==> config.mk <==
export PLATFORM = sky130hd
export DESIGN_NAME = distance_vector_route_update_unit_flat
export DESIGN_NICKNAME = d
export VERILOG_FILES = /design/src/rtl/core/dvru_pkg.sv /design/src/rtl/core/dvru_ifs.sv /design/src/rtl/core/dvru_ctrl.sv /design/src/rtl/core/dvru_dp.sv /design/src/rtl/core/distance_vector_route_update_unit.sv /design/src/flat_wrapper.sv
export SDC_FILE = /design/constraint.sdc
export NUM_CORES = 1
export LEC_CHECK = 0
export BUFFER_PORTS_ARGS = -buffer_cell sky130_fd_sc_hd__buf_2
export CAP_MARGIN = 0
export CELL_PAD_IN_SITES_DETAIL_PLACEMENT = 0
export CELL_PAD_IN_SITES_GLOBAL_PLACEMENT = 2
export CORE_MARGIN = 2
export CORE_UTILIZATION = 50
export CTS_BUF_LIST = sky130_fd_sc_hd__clkbuf_8 sky130_fd_sc_hd__clkbuf_16
export CTS_CLUSTER_DIAMETER = 150
export DETAILED_ROUTE_END_ITERATION = 10
export PLACE_DENSITY = 0.91
export REMOVE_ABC_BUFFERS = 1
export SYNTH_ARGS = -nofsm -noshare
export SYNTH_HDL_FRONTEND = slang
export SYNTH_SLANG_ARGS = --single-unit
export TNS_END_PERCENT = 100
==> constraint.sdc <==
create_clock -name clk -period 24 [get_ports clk]
set_input_delay 2.4 -clock clk [delete_from_list [all_inputs] [get_ports clk]]
set_output_delay 2.4 -clock clk [all_outputs]
set_load 0.02 [all_outputs]
==> src/rtl/core/dvru_pkg.sv <==
// Shared constants, codes and controller/datapath types of the route update unit.
package dvru_pkg;

  // Table geometry and field widths.
  localparam int NODES     = 16;
  localparam int COST_BITS = 16;
  localparam int IDX_W     = $clog2(NODES);
  localparam int NODE_W    = 4;
  localparam int KIND_W    = 3;
  localparam int STAT_W    = 2;
  localparam int SIL_W     = 4;
  localparam int CFG_W     = 4;
  localparam int CFG_IDX_W = 1;

  localparam logic [COST_BITS-1:0] COST_INF          = '1;
  localparam logic [SIL_W-1:0]     SILENCE_MAX       = '1;
  localparam logic [SIL_W-1:0]     SILENCE_LIMIT_RST = 4'd3;
  localparam logic [NODE_W-1:0]    SELF_ID_RST       = '0;

  // Configuration register indexes.
  localparam logic [CFG_IDX_W-1:0] CFG_SELF_ID       = 1'b0;
  localparam logic [CFG_IDX_W-1:0] CFG_SILENCE_LIMIT = 1'b1;

  // Request kinds.
  typedef enum logic [KIND_W-1:0] {
    REQ_LOAD    = 3'd0,
    REQ_ADVERT  = 3'd1,
    REQ_SET     = 3'd2,
    REQ_DISABLE = 3'd3,
    REQ_RESET   = 3'd4,
    REQ_TICK    = 3'd5,
    REQ_LOOKUP  = 3'd6
  } req_kind_t;

  // Result status codes.
  typedef enum logic [STAT_W-1:0] {
    ST_DONE    = 2'd0,
    ST_IGNORED = 2'd1,
    ST_NOT_NB  = 2'd2,
    ST_RANGE   = 2'd3
  } status_t;

  // Datapath operations issued by the controller.
  typedef enum logic [3:0] {
    OP_NONE,
    OP_LATCH,
    OP_LOAD,
    OP_QUIET,
    OP_LU_START,
    OP_LU_STEP,
    OP_LU_END,
    OP_ADV,
    OP_CLEAR,
    OP_TICK_STEP,
    OP_REPORT
  } dp_op_t;

  typedef struct packed {
    dp_op_t  op;
    logic    st_we;
    status_t st_val;
  } dp_cmd_t;

  typedef struct packed {
    req_kind_t kind;
    logic      node_in;
    logic      node_ok;
    logic      target_ok;
    logic      mark;
    logic      rn_inf;
    logic      tgt_self;
    logic      rn_ne_cost;
    logic      tick_dis;
    logic      a_last;
    logic      j_last;
    logic      lu_tick;
    logic      out_hold;
  } dp_stat_t;

endpackage

==> src/rtl/core/dvru_ifs.sv <==
// Request and result channel interfaces of the route update unit.
interface dvru_req_if;
  import dvru_pkg::*;
  logic                 valid;
  logic                 ready;
  logic [KIND_W-1:0]    req_type;
  logic [NODE_W-1:0]    node;
  logic [NODE_W-1:0]    target;
  logic [COST_BITS-1:0] cost_in;
  modport source (output valid, req_type, node, target, cost_in, input ready);
  modport sink (input valid, req_type, node, target, cost_in, output ready);
endinterface

interface dvru_rsp_if;
  import dvru_pkg::*;
  logic                 valid;
  logic                 ready;
  logic [STAT_W-1:0]    status;
  logic [COST_BITS-1:0] route_cost_out;
  logic [NODE_W-1:0]    next_hop_out;
  modport source (output valid, status, route_cost_out, next_hop_out, input ready);
  modport sink (input valid, status, route_cost_out, next_hop_out, output ready);
endinterface

==> src/rtl/core/dvru_ctrl.sv <==
// Controller state machine that sequences each request through the datapath.
module dvru_ctrl (
  input  logic               clk,
  input  logic               rst,
  input  logic               in_valid,
  output logic               in_ready,
  input  dvru_pkg::dp_stat_t stat,
  output dvru_pkg::dp_cmd_t  cmd
);
  import dvru_pkg::*;

  typedef enum logic [3:0] {
    S_IDLE,
    S_CHECK,
    S_LU_BEGIN,
    S_LU_SWEEP,
    S_LU_END,
    S_ADV,
    S_TICK,
    S_REPORT
  } state_t;

  state_t state, state_next;

  // State register.
  always_ff @(posedge clk) begin
    if (rst) begin
      state <= S_IDLE;
    end else begin
      state <= state_next;
    end
  end

  assign in_ready = (state == S_IDLE);

  // Next state and datapath command.
  always_comb begin
    state_next = state;
    cmd.op     = OP_NONE;
    cmd.st_we  = 1'b0;
    cmd.st_val = ST_DONE;
    case (state)
      S_IDLE: begin
        if (in_valid) begin
          cmd.op     = OP_LATCH;
          state_next = S_CHECK;
        end
      end
      S_CHECK: begin
        state_next = S_REPORT;
        case (stat.kind)
          REQ_LOAD: begin
            if (!stat.node_ok) begin
              cmd.st_we  = 1'b1;
              cmd.st_val = ST_RANGE;
            end else begin
              cmd.op = OP_LOAD;
            end
          end
          REQ_ADVERT: begin
            if (!stat.node_ok || !stat.target_ok) begin
              cmd.st_we  = 1'b1;
              cmd.st_val = ST_RANGE;
            end else if (!stat.mark) begin
              cmd.st_we  = 1'b1;
              cmd.st_val = ST_NOT_NB;
            end else if (stat.rn_inf) begin
              cmd.st_we  = 1'b1;
              cmd.st_val = ST_IGNORED;
            end else begin
              cmd.op = OP_QUIET;
              if (!stat.tgt_self) begin
                state_next = S_ADV;
              end else if (stat.rn_ne_cost) begin
                state_next = S_LU_BEGIN;
              end
            end
          end
          REQ_SET: begin
            if (!stat.node_ok) begin
              cmd.st_we  = 1'b1;
              cmd.st_val = ST_RANGE;
            end else begin
              cmd.op     = OP_LU_START;
              state_next = S_LU_SWEEP;
            end
          end
          REQ_DISABLE: begin
            if (!stat.node_ok) begin
              cmd.st_we  = 1'b1;
              cmd.st_val = ST_RANGE;
            end else if (!stat.mark) begin
              cmd.st_we  = 1'b1;
              cmd.st_val = ST_NOT_NB;
            end else begin
              cmd.op     = OP_LU_START;
              state_next = S_LU_SWEEP;
            end
          end
          REQ_RESET: begin
            cmd.op = OP_CLEAR;
          end
          REQ_TICK: begin
            state_next = S_TICK;
          end
          REQ_LOOKUP: begin
            if (!stat.node_in) begin
              cmd.st_we  = 1'b1;
              cmd.st_val = ST_RANGE;
            end
          end
          default: begin
            state_next = S_REPORT;
          end
        endcase
      end
      S_LU_BEGIN: begin
        cmd.op     = OP_LU_START;
        state_next = S_LU_SWEEP;
      end
      S_LU_SWEEP: begin
        cmd.op = OP_LU_STEP;
        if (stat.j_last) begin
          state_next = S_LU_END;
        end
      end
      S_LU_END: begin
        cmd.op = OP_LU_END;
        if (stat.lu_tick && !stat.a_last) begin
          state_next = S_TICK;
        end else begin
          state_next = S_REPORT;
        end
      end
      S_ADV: begin
        cmd.op     = OP_ADV;
        state_next = S_REPORT;
      end
      S_TICK: begin
        cmd.op = OP_TICK_STEP;
        if (stat.tick_dis) begin
          state_next = S_LU_SWEEP;
        end else if (stat.a_last) begin
          state_next = S_REPORT;
        end
      end
      S_REPORT: begin
        if (!stat.out_hold) begin
          cmd.op     = OP_REPORT;
          state_next = S_IDLE;
        end
      end
      default: begin
        state_next = S_IDLE;
      end
    endcase
  end

endmodule

==> src/rtl/core/dvru_dp.sv <==
// Datapath: route tables, link and neighbor state, sweep counters and result register.
module dvru_dp (
  input  logic                           clk,
  input  logic                           rst,
  input  logic                           cfg_we,
  input  logic [dvru_pkg::CFG_IDX_W-1:0] cfg_idx,
  input  logic [dvru_pkg::CFG_W-1:0]     cfg_data,
  input  logic [dvru_pkg::KIND_W-1:0]    req_type,
  input  logic [dvru_pkg::NODE_W-1:0]    node,
  input  logic [dvru_pkg::NODE_W-1:0]    target,
  input  logic [dvru_pkg::COST_BITS-1:0] cost_in,
  input  dvru_pkg::dp_cmd_t              cmd,
  output dvru_pkg::dp_stat_t             stat,
  output logic                           out_valid,
  input  logic                           out_ready,
  output logic [dvru_pkg::STAT_W-1:0]    status,
  output logic [dvru_pkg::COST_BITS-1:0] route_cost_out,
  output logic [dvru_pkg::NODE_W-1:0]    next_hop_out
);
  import dvru_pkg::*;

  // Per-node tables.
  logic [COST_BITS-1:0] route_cost     [NODES];
  logic [IDX_W-1:0]     route_next_hop [NODES];
  logic [COST_BITS-1:0] direct_cost    [NODES];
  logic                 neighbor_mark  [NODES];
  logic [SIL_W-1:0]     silence_count  [NODES];

  // Configuration and latched item.
  logic [NODE_W-1:0]    self_id;
  logic [SIL_W-1:0]     silence_limit;
  req_kind_t            kind;
  logic [NODE_W-1:0]    node_r;
  logic [NODE_W-1:0]    target_r;
  logic [COST_BITS-1:0] cost_r;
  status_t              status_r;

  // Link update and tick sequencing.
  logic [COST_BITS-1:0] rn;
  logic [IDX_W-1:0]     lu_node;
  logic                 lu_dis;
  logic                 lu_tick;
  logic [IDX_W-1:0]     j;
  logic [IDX_W-1:0]     a;

  logic [NODE_W-1:0]    rep;
  logic                 rep_in;
  logic [IDX_W-1:0]     node_i;
  logic [IDX_W-1:0]     addr;
  logic [COST_BITS-1:0] rd_cost;
  logic [IDX_W-1:0]     rd_nh;
  logic [COST_BITS-1:0] rd_dir;
  logic                 rd_mark;
  logic [SIL_W-1:0]     rd_sil;
  logic [SIL_W-1:0]     sil_next;
  logic [COST_BITS:0]   sum_wide;
  logic [COST_BITS-1:0] sum;

  assign node_i = node_r[IDX_W-1:0];
  assign rep    = (kind == REQ_ADVERT) ? target_r : node_r;
  assign rep_in = (32'(rep) < NODES);

  // One table address per cycle, chosen by the current operation.
  always_comb begin
    case (cmd.op)
      OP_LU_STEP:   addr = j;
      OP_LU_END:    addr = lu_node;
      OP_TICK_STEP: addr = a;
      OP_ADV:       addr = target_r[IDX_W-1:0];
      OP_REPORT:    addr = rep[IDX_W-1:0];
      default:      addr = node_i;
    endcase
  end

  assign rd_cost = route_cost[addr];
  assign rd_nh   = route_next_hop[addr];
  assign rd_dir  = direct_cost[addr];
  assign rd_mark = neighbor_mark[addr];
  assign rd_sil  = silence_count[addr];

  // Silence counter step and saturating advert sum.
  assign sil_next = (rd_sil == SILENCE_MAX) ? rd_sil : rd_sil + 1'b1;
  assign sum_wide = {1'b0, rn} + {1'b0, cost_r};
  assign sum      = sum_wide[COST_BITS] ? COST_INF : sum_wide[COST_BITS-1:0];

  // Status toward the controller.
  always_comb begin
    stat.kind       = kind;
    stat.node_in    = (32'(node_r) < NODES);
    stat.node_ok    = (32'(node_r) < NODES) && (node_r != self_id);
    stat.target_ok  = (32'(target_r) < NODES);
    stat.mark       = rd_mark;
    stat.rn_inf     = (rd_cost == COST_INF);
    stat.tgt_self   = (target_r == self_id);
    stat.rn_ne_cost = (rd_cost != cost_r);
    stat.tick_dis   = (sil_next > silence_limit) && rd_mark &&
                      (NODE_W'(a) != self_id) && (rd_cost != COST_INF);
    stat.a_last     = (32'(a) == NODES - 1);
    stat.j_last     = (32'(j) == NODES - 1);
    stat.lu_tick    = lu_tick;
    stat.out_hold   = out_valid && !out_ready;
  end

  // Tables, sequencing registers and result register.
  always_ff @(posedge clk) begin
    if (rst) begin
      for (int i = 0; i < NODES; i++) begin
        route_cost[i]     <= COST_INF;
        route_next_hop[i] <= IDX_W'(i);
        direct_cost[i]    <= COST_INF;
        neighbor_mark[i]  <= 1'b0;
        silence_count[i]  <= '0;
      end
      self_id       <= SELF_ID_RST;
      silence_limit <= SILENCE_LIMIT_RST;
      out_valid     <= 1'b0;
    end else begin
      if (cfg_we) begin
        case (cfg_idx)
          CFG_SELF_ID:       self_id       <= cfg_data;
          CFG_SILENCE_LIMIT: silence_limit <= cfg_data;
          default: ;
        endcase
      end
      // A new result replaces one that is taken in the same cycle.
      if (cmd.op == OP_REPORT) begin
        out_valid <= 1'b1;
      end else if (out_valid && out_ready) begin
        out_valid <= 1'b0;
      end
      if (cmd.st_we) begin
        status_r <= cmd.st_val;
      end
      case (cmd.op)
        OP_LATCH: begin
          kind     <= req_kind_t'(req_type);
          node_r   <= node;
          target_r <= target;
          cost_r   <= cost_in;
          status_r <= ST_DONE;
          a        <= '0;
        end
        OP_LOAD: begin
          neighbor_mark[addr]  <= 1'b1;
          direct_cost[addr]    <= cost_r;
          route_cost[addr]     <= cost_r;
          route_next_hop[addr] <= addr;
        end
        OP_QUIET: begin
          silence_count[addr] <= '0;
          rn                  <= rd_cost;
        end
        OP_LU_START: begin
          lu_node <= addr;
          lu_dis  <= (kind == REQ_DISABLE);
          lu_tick <= 1'b0;
          j       <= '0;
          route_cost[addr]     <= (kind == REQ_DISABLE) ? COST_INF : cost_r;
          route_next_hop[addr] <= addr;
        end
        OP_TICK_STEP: begin
          silence_count[addr] <= sil_next;
          if (stat.tick_dis) begin
            lu_node              <= addr;
            lu_dis               <= 1'b1;
            lu_tick              <= 1'b1;
            j                    <= '0;
            route_cost[addr]     <= COST_INF;
            route_next_hop[addr] <= addr;
          end else begin
            a <= a + 1'b1;
          end
        end
        OP_LU_STEP: begin
          // Routes that went through the changed link fall back to the direct link.
          if (addr != lu_node && rd_nh == lu_node) begin
            route_cost[addr]     <= rd_dir;
            route_next_hop[addr] <= addr;
          end
          j <= j + 1'b1;
        end
        OP_LU_END: begin
          if (lu_dis) begin
            direct_cost[addr] <= COST_INF;
          end
          if (lu_tick) begin
            a <= a + 1'b1;
          end
        end
        OP_ADV: begin
          // Relax the target route via the neighbor, or revert to the direct link.
          if (sum < rd_cost) begin
            route_cost[addr]     <= sum;
            route_next_hop[addr] <= node_i;
          end else if (sum > rd_cost && rd_nh == node_i) begin
            route_cost[addr]     <= rd_dir;
            route_next_hop[addr] <= addr;
          end
        end
        OP_CLEAR: begin
          for (int i = 0; i < NODES; i++) begin
            route_cost[i]     <= COST_INF;
            route_next_hop[i] <= IDX_W'(i);
          end
        end
        OP_REPORT: begin
          status    <= status_r;
          if (!rep_in) begin
            route_cost_out <= COST_INF;
            next_hop_out   <= '0;
          end else if (rep == self_id) begin
            route_cost_out <= '0;
            next_hop_out   <= self_id;
          end else begin
            route_cost_out <= rd_cost;
            next_hop_out   <= NODE_W'(rd_nh);
          end
        end
        default: ;
      endcase
    end
  end

endmodule

==> src/rtl/core/distance_vector_route_update_unit.sv <==
// Top level of the distance-vector route update unit.
//
//   channel  dir  transfer           contents
//   req      in   valid && ready     req_type, node, target, cost_in
//   rsp      out  valid && ready     status, route_cost_out, next_hop_out
//   cfg      in   cfg_we             cfg_idx selects self_id or silence_limit
//
// One item at a time. Load, lookup, reset routes, out-of-range and refused
// items go from check to report, an advert through the advert state (the
// link update sweep when it is about this node and changes the link), set
// link or disable through that sweep, one entry per cycle. A tick visits
// every node, sweeping for each neighbor it disables. Reset is synchronous
// and leaves all tables at their reset values at once. A result waits in
// the output register while the next item is already accepted.
module distance_vector_route_update_unit (
  input  logic                           clk,
  input  logic                           rst,
  dvru_req_if.sink                       req,
  dvru_rsp_if.source                     rsp,
  input  logic                           cfg_we,
  input  logic [dvru_pkg::CFG_IDX_W-1:0] cfg_idx,
  input  logic [dvru_pkg::CFG_W-1:0]     cfg_data
);
  import dvru_pkg::*;

  dp_cmd_t  cmd;
  dp_stat_t stat;

  // Sequencer.
  dvru_ctrl u_ctrl (
    .clk      (clk),
    .rst      (rst),
    .in_valid (req.valid),
    .in_ready (req.ready),
    .stat     (stat),
    .cmd      (cmd)
  );

  // Tables and result register.
  dvru_dp u_dp (
    .clk            (clk),
    .rst            (rst),
    .cfg_we         (cfg_we),
    .cfg_idx        (cfg_idx),
    .cfg_data       (cfg_data),
    .req_type       (req.req_type),
    .node           (req.node),
    .target         (req.target),
    .cost_in        (req.cost_in),
    .cmd            (cmd),
    .stat           (stat),
    .out_valid      (rsp.valid),
    .out_ready      (rsp.ready),
    .status         (rsp.status),
    .route_cost_out (rsp.route_cost_out),
    .next_hop_out   (rsp.next_hop_out)
  );

  // An accepted item keeps the request side closed for the next cycle.
  a_busy_after_accept: assert property (@(posedge clk) disable iff (rst)
    req.valid && req.ready |=> !req.ready)
    else $error("request accepted while an item was in progress");

  // No result is pending right after reset.
  a_reset_clears_result: assert property (@(posedge clk)
    rst |=> !rsp.valid)
    else $error("result valid after reset");

  // A waiting result stays valid and unchanged until it is taken.
  a_result_held: assert property (@(posedge clk) disable iff (rst)
    rsp.valid && !rsp.ready |=> rsp.valid && $stable(rsp.status) &&
      $stable(rsp.route_cost_out) && $stable(rsp.next_hop_out))
    else $error("waiting result dropped or changed");

endmodule
==> src/flat_wrapper.sv <==
// flat-port wrapper written by rule: the top's interface ports become plain ports
module distance_vector_route_update_unit_flat import dvru_pkg::*;
  (clk, rst, cfg_we, cfg_idx, cfg_data, req_valid, req_req_type, req_node, req_target, req_cost_in, req_ready, rsp_valid, rsp_status, rsp_route_cost_out, rsp_next_hop_out, rsp_ready);
  dvru_req_if req_i ();
  dvru_rsp_if rsp_i ();
  input  logic clk;
  input  logic rst;
  input  logic cfg_we;
  input  logic [dvru_pkg::CFG_IDX_W-1:0] cfg_idx;
  input  logic [dvru_pkg::CFG_W-1:0] cfg_data;
  input wire logic [$bits(req_i.valid)-1:0] req_valid;
  input wire logic [$bits(req_i.req_type)-1:0] req_req_type;
  input wire logic [$bits(req_i.node)-1:0] req_node;
  input wire logic [$bits(req_i.target)-1:0] req_target;
  input wire logic [$bits(req_i.cost_in)-1:0] req_cost_in;
  output wire logic [$bits(req_i.ready)-1:0] req_ready;
  output wire logic [$bits(rsp_i.valid)-1:0] rsp_valid;
  output wire logic [$bits(rsp_i.status)-1:0] rsp_status;
  output wire logic [$bits(rsp_i.route_cost_out)-1:0] rsp_route_cost_out;
  output wire logic [$bits(rsp_i.next_hop_out)-1:0] rsp_next_hop_out;
  input wire logic [$bits(rsp_i.ready)-1:0] rsp_ready;
  assign req_i.valid = req_valid;
  assign req_i.req_type = req_req_type;
  assign req_i.node = req_node;
  assign req_i.target = req_target;
  assign req_i.cost_in = req_cost_in;
  assign req_ready = req_i.ready;
  assign rsp_valid = rsp_i.valid;
  assign rsp_status = rsp_i.status;
  assign rsp_route_cost_out = rsp_i.route_cost_out;
  assign rsp_next_hop_out = rsp_i.next_hop_out;
  assign rsp_i.ready = rsp_ready;
  distance_vector_route_update_unit u_core (.clk(clk), .rst(rst), .req(req_i), .rsp(rsp_i), .cfg_we(cfg_we), .cfg_idx(cfg_idx), .cfg_data(cfg_data));
endmodule
==> impl_metrics.ini <==
[worst_setup_path]
cp_max_fo = 100
critical-path-top-delay-family = buffers and inverters
path_common_cell = sky130_fd_sc_hd__buf_4
critPathLaunch = rsp_ready
regToRegStartpoint = u_core.u_dp.node_i[1]
crit_type = in -> reg
critPathMaxStageDelay_ns = 1.00
startpoint_type = input pin
crit_path_top_delay_cell = sky130_fd_sc_hd__buf_4
setup.reg_to_reg.worst_slack_ns = 12.77
critical_path_arrival_ns = 12.85
worst_setup_path_end_kind = register
cp.buffers_inverters = 10
worst-endpoint-required_ns = 24.33

[final_layout]
flow.area_growth_from_synthesis_pct = 14.49
nNetsFinal = 2716
drive_above_1_share_pct = 28.35
finish.cell_count_without_fillers = 3652
fillerInstances = 5584
insertedDiodeCount = 0
stdcell_area_um2 = 41450

[sta]
fin_tns_setup_ns = 0
finalHoldWorstSlack_ns = 0.4157
period_share_pct = 52.18
final.setup_skew_ns = 0.02931
max_freq_mhz = 79.85
timing.final.hold_violations = 0
unrepaired_setup_endpoints_after_global_routing = no
worst_slew_pin_slew_ns = 1.379
timing.max_slew.rel_slack_pct = 8.097
setup_viol = 0
final_period_minus_worst_setup_slack_ns = 12.52
max_slew_violation_total_from_the_final_report = 0
fin_ws_ns = 11.48

[logic_synthesis]
synth_seq_area_share_pct = 61.35
syn-mean-instance-area_um2 = 14.48
ys_types = 64
yosysWarningCount = 186
synth_enable_flop_cells = 721
synth_seq_cells = 749
post-synth-top-area-fraction_pct = 59.80
async_flop_share_pct = 0
synth_largest_area_cell = sky130_fd_sc_hd__edfxtp_1
post_synth_inst_count = 2501
yosys_most_used_dff = sky130_fd_sc_hd__edfxtp_1
leading_post_synthesis_cells_by_cell_area = sky130_fd_sc_hd__edfxtp_1, sky130_fd_sc_hd__mux4_2, sky130_fd_sc_hd__o211ai_1
syn-cell-area_um2 = 36210

[cts]
htree_levels = 3
clockBufferDepth = 3
clk_transition_reported_paths_ns = 0.06
clk_root_buffer_cell = sky130_fd_sc_hd__clkbuf_16
cts.repair.resized = 0
cts-buffers-inserted = 79
tritoncts_num_sinks = 749
tritoncts = done
worst_skew_pair.late_latency_ns = 0.65
post_cts.repair.setup_buffers = 0
cts_hold_buffers = 0

[placed_design]
placement.setup.worst_slack_ns = 11.08
place_hpwl_mm = 70.55
routabilityCongestion = 0.8701
dpl_cell_area_um2 = 38840
dp.cells = 3508
buffer_ports.inserted = 60

[floorplanning]
std_cell_rows = 98
io_pins = 61
core_region_area_um2 = 71610
die_w_um = 273.1
die_h_um = 273.1
die_area_um2 = 74580
initial_core_util_pct = 50.56

[run_status]
outcome = finished, final reports clean

[power_and_ir_drop]
power_frac_clock_pct = 21.8
power.density_nw_per_um2 = 136.9
seq_power_share_pct = 28.8
ir_worst_vdd_mv = 0.09006
p_sw_mw = 2.415
static-leakage-power_nw = 11.95
switching_share_pct = 42.56
cell_internal_pwr_mw = 3.260
share_comb_of_total_power_pct = 49.4

[route]
first_pass_iters = 7
wl_mm = 106.0
wl_per_cell_um = 29.02
post-route-drc-count = 0
dr_total_vias = 24050
viasPerCell = 6.585
drt_iter0_markers = 3443
antenna_left = 0

[min_path]
hold_path_startpoint = u_core.u_dp.status_r[0]
hold_path.class = reg -> reg

[grt]
grt_pass1_vias = 24010
wire_length_of_the_first_global_routing_pass_mm = 157.6
grt_usage_pct = 28.75
grt_max_degree = 105
antenna_violations_before_repair = 1
gr-total-overflow = 0

[flow_run]
cap_viol_max_count = 0
## cell usage after synthesis, drive strengths merged, types with 3 or more instances
cell and number:
edfxtp 721, nand2 320, o211ai 258, mux4 184
nor2 158, clkbuf 157, buf 67, nand3 61
a21o 45, nor3 45, xnor2 44, inv 41
ha 39, a21oi 35, o21ai 30, dfxtp 28
mux2i 27, nand2b 21, a21boi 19, a22o 17
a2111oi 16, a221oi 16, xor2 16, o31ai 13
nor4 12, nor2b 10, o32ai 9, and2 8
o21a 8, mux2 7, nand4 7, and3 6
o21bai 6, or2 6, a211oi 5, a31oi 5
a222oi 3, a22oi 3, nor3b 3, o211a 3
## layer usage
metal  wire length (um)  track usage (%)
met4               4561            11.71
met1              41500            39.96
met5                 13                0
met3              10050            4.877
met2              49850            45.32
## stage by stage
stage / utilization, % / power (mW)
after floorplan: - / 3.562
after global placement: 54.25 / 4.371
after detailed placement: 54.25 / 4.413
after CTS: 57.88 / 5.643
after global routing: 57.89 / 5.885
final: 57.89 / 5.675
## path summary, 6_finish.rpt
kind                                       end  cells after the start
setup / recovery  u_core.u_dp.route_cost[0][5]                     40
hold / removal           u_core.u_dp.status[0]                      0
setup reg to reg  u_core.u_dp.route_cost[0][5]                     38
hold reg to reg          u_core.u_dp.status[0]                      0
## worst register-to-register path: cells and delay by family, from the launching register on
kind	cells	cell delay [ns]
mux	3	1.57
buf+inv	9	3.50
fa+ha+maj	2	0.59
compound gates	14	2.88
flops	1	0.49
xor+xnor	1	0.23
simple gates	9	1.68
## cell type report
type                       count  area [um^2]  area share [%]
sequential                   749        22210           53.58
tap                          950         1189           2.867
inverter                      41        153.9          0.3713
multi-input combinational   1487        13250           31.97
clock inverter                59        530.5           1.280
clock buffer                  85         2071           4.995
timing repair buffer         281         2047           4.938
## cells by family after synthesis
family,share of synthesized area [%]
flip-flops,61.35
buffers and inverters,3.214
XOR/XNOR,1.451
AO/OA/AOI/OAI,12.22
adder cells (fa/ha/maj),1.403
multiplexers,12.42
AND/OR/NAND/NOR,7.941
## power by group through the flow
stage	Sequential, mW	Combinational [mW]	Clock, mW
floorplan	1.65	1.92	0
global route	1.64	2.96	1.29
global placement	1.66	2.72	0
detailed placement	1.66	2.76	0
finish	1.63	2.80	1.24
CTS	1.63	2.77	1.24
## layout by cell type, fill, tap and decap left out, types with 7 or more instances in the layout
cell | netlist | final
sky130_fd_sc_hd__a2111oi_4 | 16 | 16
sky130_fd_sc_hd__a21boi_0 | 19 | 19
sky130_fd_sc_hd__a21o_1 | 45 | 45
sky130_fd_sc_hd__a21oi_1 | 35 | 35
sky130_fd_sc_hd__a221oi_1 | 13 | 13
sky130_fd_sc_hd__a22o_1 | 17 | 17
sky130_fd_sc_hd__and2_1 | 8 | 7
sky130_fd_sc_hd__buf_12 | 0 | 7
sky130_fd_sc_hd__buf_2 | 30 | 60
sky130_fd_sc_hd__buf_4 | 9 | 214
sky130_fd_sc_hd__bufinv_16 | 0 | 8
sky130_fd_sc_hd__clkbuf_16 | 0 | 80
sky130_fd_sc_hd__clkinv_1 | 0 | 14
sky130_fd_sc_hd__clkinv_2 | 0 | 15
sky130_fd_sc_hd__dfxtp_1 | 28 | 28
sky130_fd_sc_hd__edfxtp_1 | 721 | 721
sky130_fd_sc_hd__ha_1 | 39 | 39
sky130_fd_sc_hd__inv_1 | 41 | 52
sky130_fd_sc_hd__mux2i_1 | 27 | 22
sky130_fd_sc_hd__mux4_2 | 184 | 184
sky130_fd_sc_hd__nand2_1 | 320 | 320
sky130_fd_sc_hd__nand2b_1 | 21 | 21
sky130_fd_sc_hd__nand3_1 | 61 | 61
sky130_fd_sc_hd__nand4_1 | 7 | 7
sky130_fd_sc_hd__nor2_1 | 158 | 146
sky130_fd_sc_hd__nor2_2 | 0 | 11
sky130_fd_sc_hd__nor2b_1 | 10 | 8
sky130_fd_sc_hd__nor3_1 | 44 | 38
sky130_fd_sc_hd__nor4_1 | 12 | 11
sky130_fd_sc_hd__o211ai_1 | 177 | 177
sky130_fd_sc_hd__o211ai_2 | 81 | 80
sky130_fd_sc_hd__o21a_1 | 8 | 8
sky130_fd_sc_hd__o21ai_0 | 29 | 10
sky130_fd_sc_hd__o21ai_2 | 0 | 15
sky130_fd_sc_hd__xnor2_1 | 44 | 44
sky130_fd_sc_hd__xor2_1 | 16 | 16
## flip-flops by register name, indices dropped and copies added, names as in the netlist, 2 cells and up
name	count
u_core.u_dp.direct_cost	256
u_core.u_dp.route_cost	256
u_core.u_dp.route_next_hop	64
u_core.u_dp.silence_count	64
u_core.u_dp.cost_r	16
u_core.u_dp.neighbor_mark	16
u_core.u_dp.rn	16
u_core.u_dp.route_cost_out	16
u_core.u_dp.a	4
u_core.u_dp.j	4
u_core.u_dp.lu_node	4
u_core.u_dp.next_hop_out	4
u_core.u_dp.node_i	4
u_core.u_dp.self_id	4
u_core.u_dp.silence_limit	4
u_core.u_dp.target_r	4
u_core.u_ctrl.state	3
u_core.u_dp.kind	3
u_core.u_dp.status	2
u_core.u_dp.status_r	2
No activity file was read; power rests on OpenSTA's default activity.
